===== config.mk =====
export PLATFORM = sky130hd
export DESIGN_NAME = stack_with_middle_delete
export DESIGN_NICKNAME = d
export VERILOG_FILES = /design/src/rtl/core/swmd_pkg.sv /design/src/rtl/core/stack_with_middle_delete.sv /design/src/rtl/core/swmd_dpath.sv /design/src/rtl/core/swmd_ctrl.sv
export VERILOG_INCLUDE_DIRS = /design/src /design/src/rtl/core
export SDC_FILE = /design/constraint.sdc
export NUM_CORES = 1
export LEC_CHECK = 0
export ABC_AREA = 1
export BUFFER_PORTS_ARGS = -buffer_cell sky130_fd_sc_hd__buf_4
export CAP_MARGIN = 5
export CELL_PAD_IN_SITES_DETAIL_PLACEMENT = 0
export CELL_PAD_IN_SITES_GLOBAL_PLACEMENT = 1
export CORE_UTILIZATION = 55
export CTS_CLUSTER_DIAMETER = 120
export DETAILED_ROUTE_END_ITERATION = 8
export HOLD_SLACK_MARGIN = 0.08
export PLACE_DENSITY_LB_ADDON = 0.1
export SLEW_MARGIN = 20
export SYNTH_ARGS = -nofsm -noshare
export SYNTH_HDL_FRONTEND = slang
export SYNTH_SLANG_ARGS = --single-unit

===== constraint.sdc =====
create_clock -name clock -period 8.8 [get_ports clock]
set_clock_uncertainty 0.1 [all_clocks]
set_input_delay 0.88 -clock clock [delete_from_list [all_inputs] [get_ports clock]]
set_output_delay 0.88 -clock clock [all_outputs]
set_load 0.02 [all_outputs]

===== src/rtl/core/stack_with_middle_delete_defines.svh =====
// Assertion macros shared by the stack with middle delete design.
`ifndef STACK_WITH_MIDDLE_DELETE_DEFINES_SVH
`define STACK_WITH_MIDDLE_DELETE_DEFINES_SVH

// Same-cycle implication, checked on every rising clock edge outside reset.
`define SWMD_ASSERT_NOW(label, cond, conseq, msg) \
   label: assert property (@(posedge clock) disable iff (reset) (cond) |-> (conseq)) \
      else $error(msg);

// Next-cycle implication, checked on every rising clock edge outside reset.
`define SWMD_ASSERT_NEXT(label, cond, conseq, msg) \
   label: assert property (@(posedge clock) disable iff (reset) (cond) |=> (conseq)) \
      else $error(msg);

`endif


===== src/rtl/core/swmd_pkg.sv =====
// Shared types, constants and command codes of the stack with middle delete.
package swmd_pkg;

   localparam int STACK_DEPTH = 16;
   localparam int IDX_W       = $clog2(STACK_DEPTH);
   localparam int CNT_W       = $clog2(STACK_DEPTH + 1);
   localparam int WORD_W      = 32;
   localparam int DEPTH_NOW_W = 5;

   localparam logic [1:0] FN_PUSH = 2'd0;
   localparam logic [1:0] FN_POP  = 2'd1;
   localparam logic [1:0] FN_MID  = 2'd2;
   localparam logic [1:0] FN_DEL  = 2'd3;

   localparam logic [1:0] ST_OK    = 2'd0;
   localparam logic [1:0] ST_EMPTY = 2'd1;
   localparam logic [1:0] ST_FULL  = 2'd2;

   localparam logic signed [WORD_W-1:0] EMPTY_VALUE = -32'sd1;

   // Read address selection.
   localparam logic [1:0] RD_TOP  = 2'd0;
   localparam logic [1:0] RD_MID  = 2'd1;
   localparam logic [1:0] RD_NEXT = 2'd2;

   // Write address selection.
   localparam logic WR_PUSH  = 1'b0;
   localparam logic WR_SHIFT = 1'b1;

   // Source of the response payload.
   localparam logic [2:0] RK_PUSH  = 3'd0;
   localparam logic [2:0] RK_FULL  = 3'd1;
   localparam logic [2:0] RK_EMPTY = 3'd2;
   localparam logic [2:0] RK_RDATA = 3'd3;
   localparam logic [2:0] RK_HELD  = 3'd4;

   typedef struct packed {
      logic [1:0]               func;
      logic signed [WORD_W-1:0] push_value;
   } req_type;

   typedef struct packed {
      logic signed [WORD_W-1:0] result_value;
      logic [1:0]               status;
      logic [DEPTH_NOW_W-1:0]   depth_now;
   } rsp_type;

   typedef struct packed {
      logic       accept;
      logic       rd_en;
      logic [1:0] rd_sel;
      logic       wr_en;
      logic       wr_sel;
      logic       idx_load_mid;
      logic       idx_inc;
      logic       hold_load;
      logic       count_inc;
      logic       count_dec;
      logic       respond;
      logic [2:0] rsp_kind;
   } ctl_cmd_type;

   typedef struct packed {
      logic [1:0] func;
      logic       empty;
      logic       full;
      logic       shift_more;
   } dp_status_type;

endpackage


===== src/rtl/core/stack_with_middle_delete.sv =====
// Top level: 16-word stack with read and delete of the middle word.
// Push and any request on an empty stack respond straight from decode; pop and read middle
// respond after a registered store read; delete middle also moves the k words above the
// middle down one at a time, each by a store read then a store write.
// A new item can be accepted from the cycle its predecessor's result is strobed.
// Synchronous reset empties the stack and clears state and strobe; stored words are kept.
module stack_with_middle_delete (
   input  logic              clock,
   input  logic              reset,
   input  logic              start,
   output logic              busy,
   input  swmd_pkg::req_type req_data,
   output logic              rsp_valid,
   output swmd_pkg::rsp_type rsp_data
);
   import swmd_pkg::*;
`include "stack_with_middle_delete_defines.svh"

   ctl_cmd_type   cmd;
   dp_status_type status;

   swmd_ctrl u_ctrl (
      .clock  (clock),
      .reset  (reset),
      .start  (start),
      .status (status),
      .busy   (busy),
      .cmd    (cmd)
   );

   swmd_dpath u_dpath (
      .clock     (clock),
      .reset     (reset),
      .req_data  (req_data),
      .cmd       (cmd),
      .status    (status),
      .rsp_valid (rsp_valid),
      .rsp_data  (rsp_data)
   );

   `SWMD_ASSERT_NEXT(a_accept_busy, start && !busy, busy, "accepted item did not raise busy")
   `SWMD_ASSERT_NOW(a_depth_range, rsp_valid, rsp_data.depth_now <= DEPTH_NOW_W'(STACK_DEPTH), "depth beyond capacity")
   `SWMD_ASSERT_NOW(a_full_depth, rsp_valid && rsp_data.status == ST_FULL, rsp_data.depth_now == DEPTH_NOW_W'(STACK_DEPTH), "full status without full stack")
   `SWMD_ASSERT_NOW(a_empty_rsp, rsp_valid && rsp_data.status == ST_EMPTY, rsp_data.result_value == EMPTY_VALUE && rsp_data.depth_now == '0, "bad empty response")

endmodule


===== src/rtl/core/swmd_dpath.sv =====
// Datapath: element store, count, shift index and response registers.
module swmd_dpath (
   input  logic                    clock,
   input  logic                    reset,
   input  swmd_pkg::req_type       req_data,
   input  swmd_pkg::ctl_cmd_type   cmd,
   output swmd_pkg::dp_status_type status,
   output logic                    rsp_valid,
   output swmd_pkg::rsp_type       rsp_data
);
   import swmd_pkg::*;

   logic signed [WORD_W-1:0] store_ff [STACK_DEPTH];
   logic signed [WORD_W-1:0] rdata_ff;
   logic signed [WORD_W-1:0] held_ff;
   req_type                  req_ff;
   logic [CNT_W-1:0]         count_ff, count_in;
   logic [IDX_W-1:0]         idx_ff;
   logic                     rsp_valid_ff;
   rsp_type                  rsp_ff, rsp_in;

   logic [CNT_W-1:0] top_c, mid_c, next_c;
   logic [IDX_W-1:0] rd_addr, wr_addr;
   logic signed [WORD_W-1:0] wr_data;

   always_comb begin
      top_c  = count_ff - CNT_W'(1);
      mid_c  = top_c >> 1;
      next_c = CNT_W'(idx_ff) + CNT_W'(1);
      case (cmd.rd_sel)
         RD_TOP:  rd_addr = top_c[IDX_W-1:0];
         RD_MID:  rd_addr = mid_c[IDX_W-1:0];
         RD_NEXT: rd_addr = next_c[IDX_W-1:0];
         default: rd_addr = top_c[IDX_W-1:0];
      endcase
      if (cmd.wr_sel == WR_SHIFT) begin
         wr_addr = idx_ff;
         wr_data = rdata_ff;
      end else begin
         wr_addr = count_ff[IDX_W-1:0];
         wr_data = req_ff.push_value;
      end
   end

   always_comb begin
      status.func       = req_ff.func;
      status.empty      = (count_ff == '0);
      status.full       = (count_ff == CNT_W'(STACK_DEPTH));
      status.shift_more = (next_c < count_ff);
   end

   always_comb begin
      count_in = count_ff;
      if (cmd.count_inc) begin
         count_in = count_ff + CNT_W'(1);
      end else if (cmd.count_dec) begin
         count_in = count_ff - CNT_W'(1);
      end
   end

   always_comb begin
      rsp_in.depth_now = DEPTH_NOW_W'(count_in);
      case (cmd.rsp_kind)
         RK_PUSH: begin
            rsp_in.result_value = req_ff.push_value;
            rsp_in.status       = ST_OK;
         end
         RK_FULL: begin
            rsp_in.result_value = req_ff.push_value;
            rsp_in.status       = ST_FULL;
         end
         RK_EMPTY: begin
            rsp_in.result_value = EMPTY_VALUE;
            rsp_in.status       = ST_EMPTY;
         end
         RK_RDATA: begin
            rsp_in.result_value = rdata_ff;
            rsp_in.status       = ST_OK;
         end
         RK_HELD: begin
            rsp_in.result_value = held_ff;
            rsp_in.status       = ST_OK;
         end
         default: begin
            rsp_in.result_value = held_ff;
            rsp_in.status       = ST_OK;
         end
      endcase
   end

   // Single write port and single registered read port.
   always_ff @(posedge clock) begin
      if (cmd.wr_en) begin
         store_ff[wr_addr] <= wr_data;
      end
      if (cmd.rd_en) begin
         rdata_ff <= store_ff[rd_addr];
      end
   end

   always_ff @(posedge clock) begin
      if (cmd.accept) begin
         req_ff <= req_data;
      end
      if (cmd.idx_load_mid) begin
         idx_ff <= mid_c[IDX_W-1:0];
      end else if (cmd.idx_inc) begin
         idx_ff <= next_c[IDX_W-1:0];
      end
      if (cmd.hold_load) begin
         held_ff <= rdata_ff;
      end
      if (cmd.respond) begin
         rsp_ff <= rsp_in;
      end
   end

   always_ff @(posedge clock) begin
      if (reset) begin
         count_ff     <= '0;
         rsp_valid_ff <= 1'b0;
      end else begin
         count_ff     <= count_in;
         rsp_valid_ff <= cmd.respond;
      end
   end

   assign rsp_valid = rsp_valid_ff;
   assign rsp_data  = rsp_ff;

endmodule


===== src/rtl/core/swmd_ctrl.sv =====
// Controller state machine that sequences each stack request.
module swmd_ctrl (
   input  logic                    clock,
   input  logic                    reset,
   input  logic                    start,
   input  swmd_pkg::dp_status_type status,
   output logic                    busy,
   output swmd_pkg::ctl_cmd_type   cmd
);
   import swmd_pkg::*;

   localparam logic [2:0] S_IDLE   = 3'd0;
   localparam logic [2:0] S_DECODE = 3'd1;
   localparam logic [2:0] S_RDWAIT = 3'd2;
   localparam logic [2:0] S_SHRD   = 3'd3;
   localparam logic [2:0] S_SHWR   = 3'd4;

   logic [2:0] state_ff, state_in;

   always_comb begin
      cmd      = '0;
      state_in = state_ff;
      case (state_ff)
         S_IDLE: begin
            if (start) begin
               cmd.accept = 1'b1;
               state_in   = S_DECODE;
            end
         end
         S_DECODE: begin
            if (status.func == FN_PUSH) begin
               cmd.respond = 1'b1;
               state_in    = S_IDLE;
               if (status.full) begin
                  cmd.rsp_kind = RK_FULL;
               end else begin
                  cmd.wr_en     = 1'b1;
                  cmd.wr_sel    = WR_PUSH;
                  cmd.count_inc = 1'b1;
                  cmd.rsp_kind  = RK_PUSH;
               end
            end else if (status.empty) begin
               cmd.respond  = 1'b1;
               cmd.rsp_kind = RK_EMPTY;
               state_in     = S_IDLE;
            end else if (status.func == FN_POP) begin
               cmd.rd_en  = 1'b1;
               cmd.rd_sel = RD_TOP;
               state_in   = S_RDWAIT;
            end else begin
               cmd.rd_en        = 1'b1;
               cmd.rd_sel       = RD_MID;
               cmd.idx_load_mid = 1'b1;
               state_in         = S_RDWAIT;
            end
         end
         S_RDWAIT: begin
            if (status.func == FN_DEL) begin
               cmd.hold_load = 1'b1;
               state_in      = S_SHRD;
            end else begin
               cmd.respond   = 1'b1;
               cmd.rsp_kind  = RK_RDATA;
               cmd.count_dec = (status.func == FN_POP);
               state_in      = S_IDLE;
            end
         end
         S_SHRD: begin
            // Move the word above the gap down, one word per read/write pair.
            if (status.shift_more) begin
               cmd.rd_en  = 1'b1;
               cmd.rd_sel = RD_NEXT;
               state_in   = S_SHWR;
            end else begin
               cmd.count_dec = 1'b1;
               cmd.respond   = 1'b1;
               cmd.rsp_kind  = RK_HELD;
               state_in      = S_IDLE;
            end
         end
         S_SHWR: begin
            cmd.wr_en   = 1'b1;
            cmd.wr_sel  = WR_SHIFT;
            cmd.idx_inc = 1'b1;
            state_in    = S_SHRD;
         end
         default: begin
            state_in = S_IDLE;
         end
      endcase
   end

   always_ff @(posedge clock) begin
      if (reset) begin
         state_ff <= S_IDLE;
      end else begin
         state_ff <= state_in;
      end
   end

   assign busy = (state_ff != S_IDLE);

endmodule

==> summary.md, run 1 <==
| Metric | Value |
|---|---|
| P&R area growth vs syn | 12.1% |
| Remaining global-route overflow | 0 |
| Crit path time final | 5.33 ns |
| Antenna diodes | 0 |
| Psw | 0.00169 W |
| Simple-gate area share of the yosys netlist | 0.213 |
| Pwr Total | 0.00706 W |
| Fin area | 0.0316 mm² |
| Met3 WL | 7.58 mm |
| Post-synthesis compound-gate area fraction | 0.0152 |
| Share of cells above drive strength 1 | 0.108 |
| R2R Path Start | u_dpath.idx_ff[0] |
| R2r endpoint | u_dpath.rdata_ff[27] |
| Crit path max fanout | 90 |
| Initial antenna violation count | 0 |
| Xor/xnor share of the synthesized area | 0.00124 |
| Status | finished, final reports clean |
| Non-filler cells, final | 3228 |
| Crit-path cells | ha_1 > inv_1 > nand2_1 > and2_1 > ha_1 > nand2_1 > nand2_1 > nand2_1 > nand4_1 > ha_1 > inv_1 > nand3_4 > buf_4 > buf_4 > nand3_1 > nand3_1 > nand3_1 > nand3_1 > nand2_1 |
| Final design utilization | 0.627 |
| Post-DP HPWL | about 38 mm |
| CTS tree | done |
| Synth warn | 0 |
| DR WL/cell | around 23 µm |
| DR pass1 iterations | 6 |
| Synthesized area | 0.0282 mm² |
| Initial Util | 0.560 |
| Htree depth | 3 |
| CTS Buf Count | approximately 70 |
| Post-synthesis register bit count | between 600 and 700 |
| Leakage | 12.0 nW |
| Clk buf depth | 3 |
| WP data required | 9.06 ns |
| Nets | 2551 |
| CP Launch Point | u_dpath.idx_ff[0] |
| Fmax | between 0.15 and 0.2 GHz |
| Final setup viols | 0 |
| CP max stage delay | 0.88 ns |
| Num ports | 78 |
| Synth Area in Adders | 0.00444 |
| FF-to-FF setup slack | 3.47 ns |
| Critical-path top delay cell | buf_4 |
| Power density over the cells | 224 mW/mm² |
| WL met2 | 33.8 mm |
| Cell repeated most along the worst path | nand2_1 |
| GPL Wtd Cong | 0.821 |
| Post-DRT Antenna Nets | 0 |
| WL final | 74.1 mm |
| Vias in the first global route | 18000 |
| Vias per inst | 5.79 |
| Skew-Pair Late Insertion Delay | around 0.6 ns |
| Worst vdd ir | approximately 140 µV |
| Fin. Hold Viols | 0 |
| Clock power frac | 0.396 |
| HP Class | input pin to flop |
| Final max-slew violation count | 0 |
| WP data arrival | 5.58 ns |
| Syn Area/Cell | 11.4 µm² |
| Vias post-DR | approximately 19000 |
| CTS Hold Bufs | 0 |
| Sequential share of power | 0.508 |
| Port bufs | 77 |
| Die X | 228 µm |
| Metal-1 WL | 31.3 mm |
| Mux cell area share after synthesis | 0.0128 |
| RSZ-0062 raised after global routing | false |
| Reg2reg path depth | 19 |
| Max cap viols | 0 |
| Core ar. | 0.0504 mm² |
| Std cell rows | 82 |
| Largest net degree at the start of global routing | between 100 and 150 |
| Max-Slew Margin vs Limit | 0.278 |
| Sequential element share of the synthesized area | 0.702 |
| Post-synth net total | 2511 |
| Clock edge transition at the registers on the reported setup and hold paths | 0.06 ns |
| CP endpoint | u_dpath.rdata_ff[27] |
| CP top delay family | buffers and inverters |
| Crit. path cell count | 19 |
| Post_cts resized | 0 |
| Setup TNS | 0 ns |
| Combinational share of power | 0.096 |
| Clock Sinks | 662 |
| Yosys cell types | 28 |
| First-iteration detailed-routing DRC count | 2143 |
| Gate Count Post-Synth | 2464 |
| Crit start category | flop |
| CP Class | flop to flop |
| CP Capture Type | flop |
| Die height | 228 µm |
| Main combinational cell family by area after synthesis | simple AND/OR/NAND/NOR gates |
| Cell Int Power | 0.00538 W |
| Root buffer cell | clkbuf_16 |
| DP Cell Count | between 3000 and 4000 |
| Dpl cell area | 0.0294 mm² |
| Sw frac | 0.239 |
| Crit share post-route | 0.605 |
| # DRC | 0 |
| Post-CTS Setup Bufs | 0 |
| Crit path buffers/inverters | 4 |
| Top routing layer in use | met4 |
| Total Die Area | around 0.052 mm² |
| Gr usage total | 0.287 |
| Worst-margin pin slew | 1.08 ns |
| First-pass GRT wire length | 112 mm |
[placed cells by master, fill, tap and decap left out, types with 8 or more instances in the layout]
cell       count
edfxtp_1     653
nand2_1      639
nand3_1      505
inv_1        194
buf_4        115
nand3b_1      97
clkbuf_16     76
a21oi_1       70
nor2_1        49
mux2_2        32
clkbuf_1      24
nor2_4        18
clkinv_2      10
ha_1          10
clkinv_1      10
dfxtp_1        9
o21ai_0        8
[cells by family (layout without fill, tap and decap cells)]
group / Yosys count / count (layout)
AND/OR/NAND/NOR: 1326 / 1326
flip-flops: 662 / 662
buffers and inverters: 346 / 438
AO/OA/AOI/OAI: 84 / 84
multiplexers: 32 / 32
adder cells (fa/ha/maj): 10 / 10
XOR/XNOR: 4 / 4
[sequential cells by signal, summed over array words and instances (netlist names)]
register           flops
u_dpath.held_ff       32
u_dpath.status         2
u_dpath.req_ff        32
u_dpath.rdata_ff      32
u_dpath.idx_ff         4
u_dpath.rsp_data      39
u_dpath.count_ff       5
u_dpath.rsp_valid      1
u_ctrl.state_ff        3
u_dpath.store_ff     512
[cell usage after synthesis]
| cell type | number | area [µm²] |
|---|---|---|
| nor3_1 | 4 | 20.0 |
| a31oi_1 | 1 | 6.26 |
| and2_1 | 2 | 12.5 |
| xor2_1 | 4 | 35.0 |
| nor3_2 | 1 | 10.0 |
| o22ai_1 | 1 | 6.26 |
| o21ai_0 | 9 | 45.0 |
| a21oi_2 | 1 | 8.76 |
| ha_1 | 10 | 125 |
| nand3b_1 | 97 | 728 |
| nand4_1 | 2 | 12.5 |
| a21oi_1 | 70 | 350 |
| o21ai_1 | 1 | 5.00 |
| edfxtp_1 | 653 | 19600 |
| inv_2 | 2 | 7.51 |
| clkbuf_1 | 32 | 120 |
| a21boi_1 | 1 | 7.51 |
| buf_4 | 8 | 60.1 |
| inv_1 | 194 | 728 |
| nand3_1 | 506 | 2530 |
| nor2_4 | 1 | 11.3 |
| dfxtp_1 | 9 | 180 |
| nand3_2 | 1 | 10.0 |
| buf_1 | 7 | 26.3 |
| mux2_2 | 32 | 360 |
| buf_2 | 103 | 515 |
| nand2_1 | 645 | 2420 |
| nor2_1 | 67 | 251 |
[worst min-delay path by stage]
stage / startpoint / end / slack (ns) / cells after the start
finish: req_data[18] / u_dpath.req_ff[18] / 0.35 / 1
floorplan: u_dpath.rdata_ff[0] / u_dpath.held_ff[0] / 0.35 / 0
global placement: u_dpath.rdata_ff[1] / u_dpath.held_ff[1] / 0.35 / 0
CTS: req_data[18] / u_dpath.req_ff[18] / 0.33 / 1
detailed placement: u_dpath.rdata_ff[12] / u_dpath.held_ff[12] / 0.36 / 0
global route: req_data[18] / u_dpath.req_ff[18] / 0.32 / 1
[routing by layer]
layer,GRT usage,vias up
li1,-,8607
met1,0.413,9186
met2,0.441,779
met3,0.0690,113
met4,0.0740,0
met5,0,-
[cell type report]
| type | instances | area (µm²) |
|---|---|---|
| clock buffer | 102 | 2020 |
| clock inverter | 24 | 153 |
| fill | 3933 | 18800 |
| inverter | 196 | 737 |
| multi-input combinational | 1456 | 7180 |
| sequential | 662 | 19800 |
| tap | 672 | 841 |
| timing repair buffer | 116 | 883 |
[power groups by stage]
stage	clock network, W	registers (W)	logic, W
3_3_place_gp	0	0.00365	0.000667
3_5_place_dp	0	0.00365	0.000677
4_1_cts	0.00284	0.00359	0.000679
5_1_grt	0.00296	0.00359	0.000750
2_1_floorplan	0	0.00366	0.000439
6_report	0.00280	0.00359	0.000681
[per-stage QoR]
| stage | hold slack, ns | setup WS, ns |
|---|---|---|
| floorplan | 0.346 | 5.02 |
| global placement | 0.354 | 3.67 |
| detailed placement | 0.364 | 3.57 |
| CTS | 0.327 | 3.55 |
| global route | 0.323 | 3.12 |
| finish | 0.353 | 3.47 |
(Power assumes the default switching activity.)
==> run 2, diff against run 1 <==
--- a/config.mk
+++ b/config.mk
@@ -11,7 +11,7 @@
 export CAP_MARGIN = 5
 export CELL_PAD_IN_SITES_DETAIL_PLACEMENT = 0
 export CELL_PAD_IN_SITES_GLOBAL_PLACEMENT = 1
-export CORE_UTILIZATION = 55
+export CORE_UTILIZATION = 46
 export CTS_CLUSTER_DIAMETER = 120
 export DETAILED_ROUTE_END_ITERATION = 8
 export HOLD_SLACK_MARGIN = 0.08
==> constraint.sdc (replaced) <==
create_clock -name clock -period 4.65 [get_ports clock]
set_clock_uncertainty 0.1 [all_clocks]
set_input_delay 0.465 -clock clock [delete_from_list [all_inputs] [get_ports clock]]
set_output_delay 0.465 -clock clock [all_outputs]
set_load 0.02 [all_outputs]
==> run 2 against run 1 <==
- count of clock-buffer cells in the layout shrank 6
- sequential share of layout area fell by 1.9 points
- global-route usage decreased by 3.5 points
- combinational power increased by 110%
- cell area rose by 3.2%
- register-to-register slack got worse by 2.9 ns
- via count increased by 1.0%
- critical path depth did not move
- setup slack worse by 2.9 ns
- hold slack better by 0.024 ns
- maximum frequency up 30%
- sequential cell count is the same
==> summary.md, run 2 (synthesis gave the netlist of run 1 again) <==
| Metric | Value |
|---|---|
| Skew-Pair Late Insertion Delay | 0.61 ns (about the same) |
| Reg2reg path depth | 19 (unchanged) |
| Status | finished, final reports clean |
| CP endpoint | u_dpath.rdata_ff[27] |
| Vias in the first global route | 18000 (-0.35%) |
| Gr usage total | 0.253 (-0.0347) |
| First-pass GRT wire length | 117 mm (+5.1%) |
| Initial Util | 0.466 (-0.0935) |
| Pre-CTS setup slack | 0.558 ns (-3.01 ns) |
| # DRC | 0 (unchanged) |
| CP Launch Point | u_dpath.idx_ff[0] |
| Crit path time final | 4.08 ns (-1.24 ns) |
| Htree depth | 3 (unchanged) |
| Largest net degree at the start of global routing | 129 (-12%) |
| Remaining global-route overflow | 0 (unchanged) |
| CTS tree | done |
| Setup TNS | 0 ns (unchanged) |
| DR WL/cell | 23.0 µm (+0.15%) |
| Worst hold start | u_dpath.rdata_ff[24] |
| Most frequent cells in the layout | 653 x edfxtp_1, 639 x nand2_1, 505 x nand3_1, 194 x inv_1, 114 x buf_4 |
| RSZ-0062 raised after global routing | false |
| Root buffer cell | clkbuf_16 |
| Crit path max fanout | 49 (-46%) |
| Initial antenna violation count | 0 (unchanged) |
| Clock edge transition at the registers on the reported setup and hold paths | 0.06 ns (about the same) |
| Nets | 2612 (+2.4%) |
| Max FFs per register | 512 (unchanged) |
| Final max-slew violation count | 0 (unchanged) |
| Num ports | 78 (unchanged) |
| CP Class | flop to flop |
| Hold path depth | 0 (-1) |
| WP data required | 4.91 ns (-4.15 ns) |
| Fin. Hold Viols | 0 (unchanged) |
| Port bufs | 77 (unchanged) |
| Die height | 250 µm (+9.3%) |
| Vias per inst | 5.55 (-4.2%) |
| Post-DP HPWL | 42.9 mm (+13%) |
| Crit share post-route | 0.878 (+0.273) |
| P&R area growth vs syn | 15.6% |
| Clk buf depth | 3 (unchanged) |
| Worst-margin pin slew | 1.06 ns (-0.0235 ns) |
| DR pass1 iterations | 5 (-1) |
| CTS Buf Count | 72 (unchanged) |
| Max cap viols | 0 (unchanged) |
| Final setup viols | 0 (unchanged) |
| WL final | 78.2 mm (+5.6%) |
| Std cell rows | 90 (+9.8%) |
| Clock Sinks | 662 (unchanged) |
| Post_cts resized | 0 (unchanged) |
| Biggest regs | u_dpath.store_ff (512), u_dpath.rsp_data (39) |
| Leakage | 12.4 nW (+3.2%) |
| Power density over the cells | 415 mW/mm² (+86%) |
| Final WS setup | 0.566 ns (-2.91 ns) |
| R2r endpoint | u_dpath.rdata_ff[27] |
| Fmax | 0.245 GHz (+30%) |
| Crit start category | flop |
| GPL Wtd Cong | 0.835 (+1.8%) |
| WP data arrival | 4.34 ns (-1.24 ns) |
| R2R Path Start | u_dpath.idx_ff[0] |
| Largest register by flop count | u_dpath.store_ff |
| Core ar. | 0.0605 mm² (+20%) |
| FF-to-FF setup slack | 0.57 ns (-2.91 ns) |
| Worst vdd ir | 221 µV (+56%) |
| Vias post-DR | 18900 (+1.0%) |
| Post-DRT Antenna Nets | 0 (unchanged) |
| First-iteration detailed-routing DRC count | 1959 (-8.6%) |
| CP Capture Type | flop |
| Max-Slew Margin vs Limit | 0.292 (+0.0140) |
| Commonest non-fill, non-tap cell in the layout | edfxtp_1 |
| Die X | 250 µm (+9.3%) |
| Share of cells above drive strength 1 | 0.114 (+0.00658) |
| HP Class | flop to flop |
| Total Die Area | 0.0623 mm² (+19%) |
==> run 2: cell count changes in the layout (fill, tap and decap cells not counted), moves of 2 or more <==
cell / change
buf_12: +26
clkbuf_1: -4
clkbuf_8: -2
clkinv_1: +7
diode_2: +2
dlygate4sd3_1: +36
==> run 2: worst min-delay path by stage <==
stage and end:
3_5_place_dp u_dpath.held_ff[24], 6_report u_dpath.held_ff[24], 2_1_floorplan u_dpath.held_ff[0], 5_1_grt u_dpath.held_ff[22], 3_3_place_gp u_dpath.held_ff[24], 4_1_cts u_dpath.held_ff[24]
==> run 2: cell type report <==
cell class | count | area (µm²)
inverters | 196 | 736
flip-flops and latches | 662 | 19800
repair buffers | 177 | 1760
clock buffers | 96 | 1980
multi-input cells | 1456 | 7180
clock inverters | 32 | 181
fillers | 5088 | 27900
well taps | 782 | 978
diodes | 2 | 5.00
==> run 2: report_power, final <==
group	switching (W)	total, W	internal (W)
clock	0.00228	0.00532	0.00304
combinational	0.000983	0.00144	0.000457
sequential	0.0000566	0.00678	0.00672
total	0.00332	0.0135	0.0102
==> run 2: what timing repair did <==
item	CTS	global route
buffers inserted	0	0
hold endpoints to repair	43	0
setup endpoints to repair	0	0
hold buffers	36	0
==> run 2: worst max-delay path: stages (launching register included) <==
cell,delay [ns]
edfxtp_1,0.45
ha_1,0.25
inv_1,0.05
nand2_1,0.06
and2_1,0.16
ha_1,0.29
nand2_1,0.07
nand2_1,0.05
nand2_1,0.07
nand4_1,0.25
ha_1,0.59
inv_1,0.17
nand3_4,0.19
buf_12,0.28
buf_4,0.27
nand3_1,0.09
nand3_1,0.11
nand3_1,0.07
nand3_1,0.16
nand2_1,0.09
==> run 2: through the flow <==
step                      instance area [µm²]  instances  power [W]  hold slack, ns  utilization
after floorplan                         28200       2464    0.00775           0.346            -
after global placement                  30100       3237    0.00830           0.356        0.497
after detailed placement                30100       3237    0.00831           0.362        0.497
after CTS                               32600       3401     0.0136           0.375        0.539
after global routing                    32600       3401     0.0140           0.390        0.539
final                                   32600       3403     0.0135           0.377        0.539
==> run 2: layer usage <==
metal / vias to the layer above / global-route usage / wire length (µm) / part of all wire
met3: 107 / 0.0490 / 6120 / 0.078
met2: 729 / 0.387 / 35900 / 0.46
met4: 0 / 0.0709 / 1510 / 0.019
met5: - / 0 / 0 / 0
li1: 8740 / - / - / -
met1: 9297 / 0.367 / 34700 / 0.44
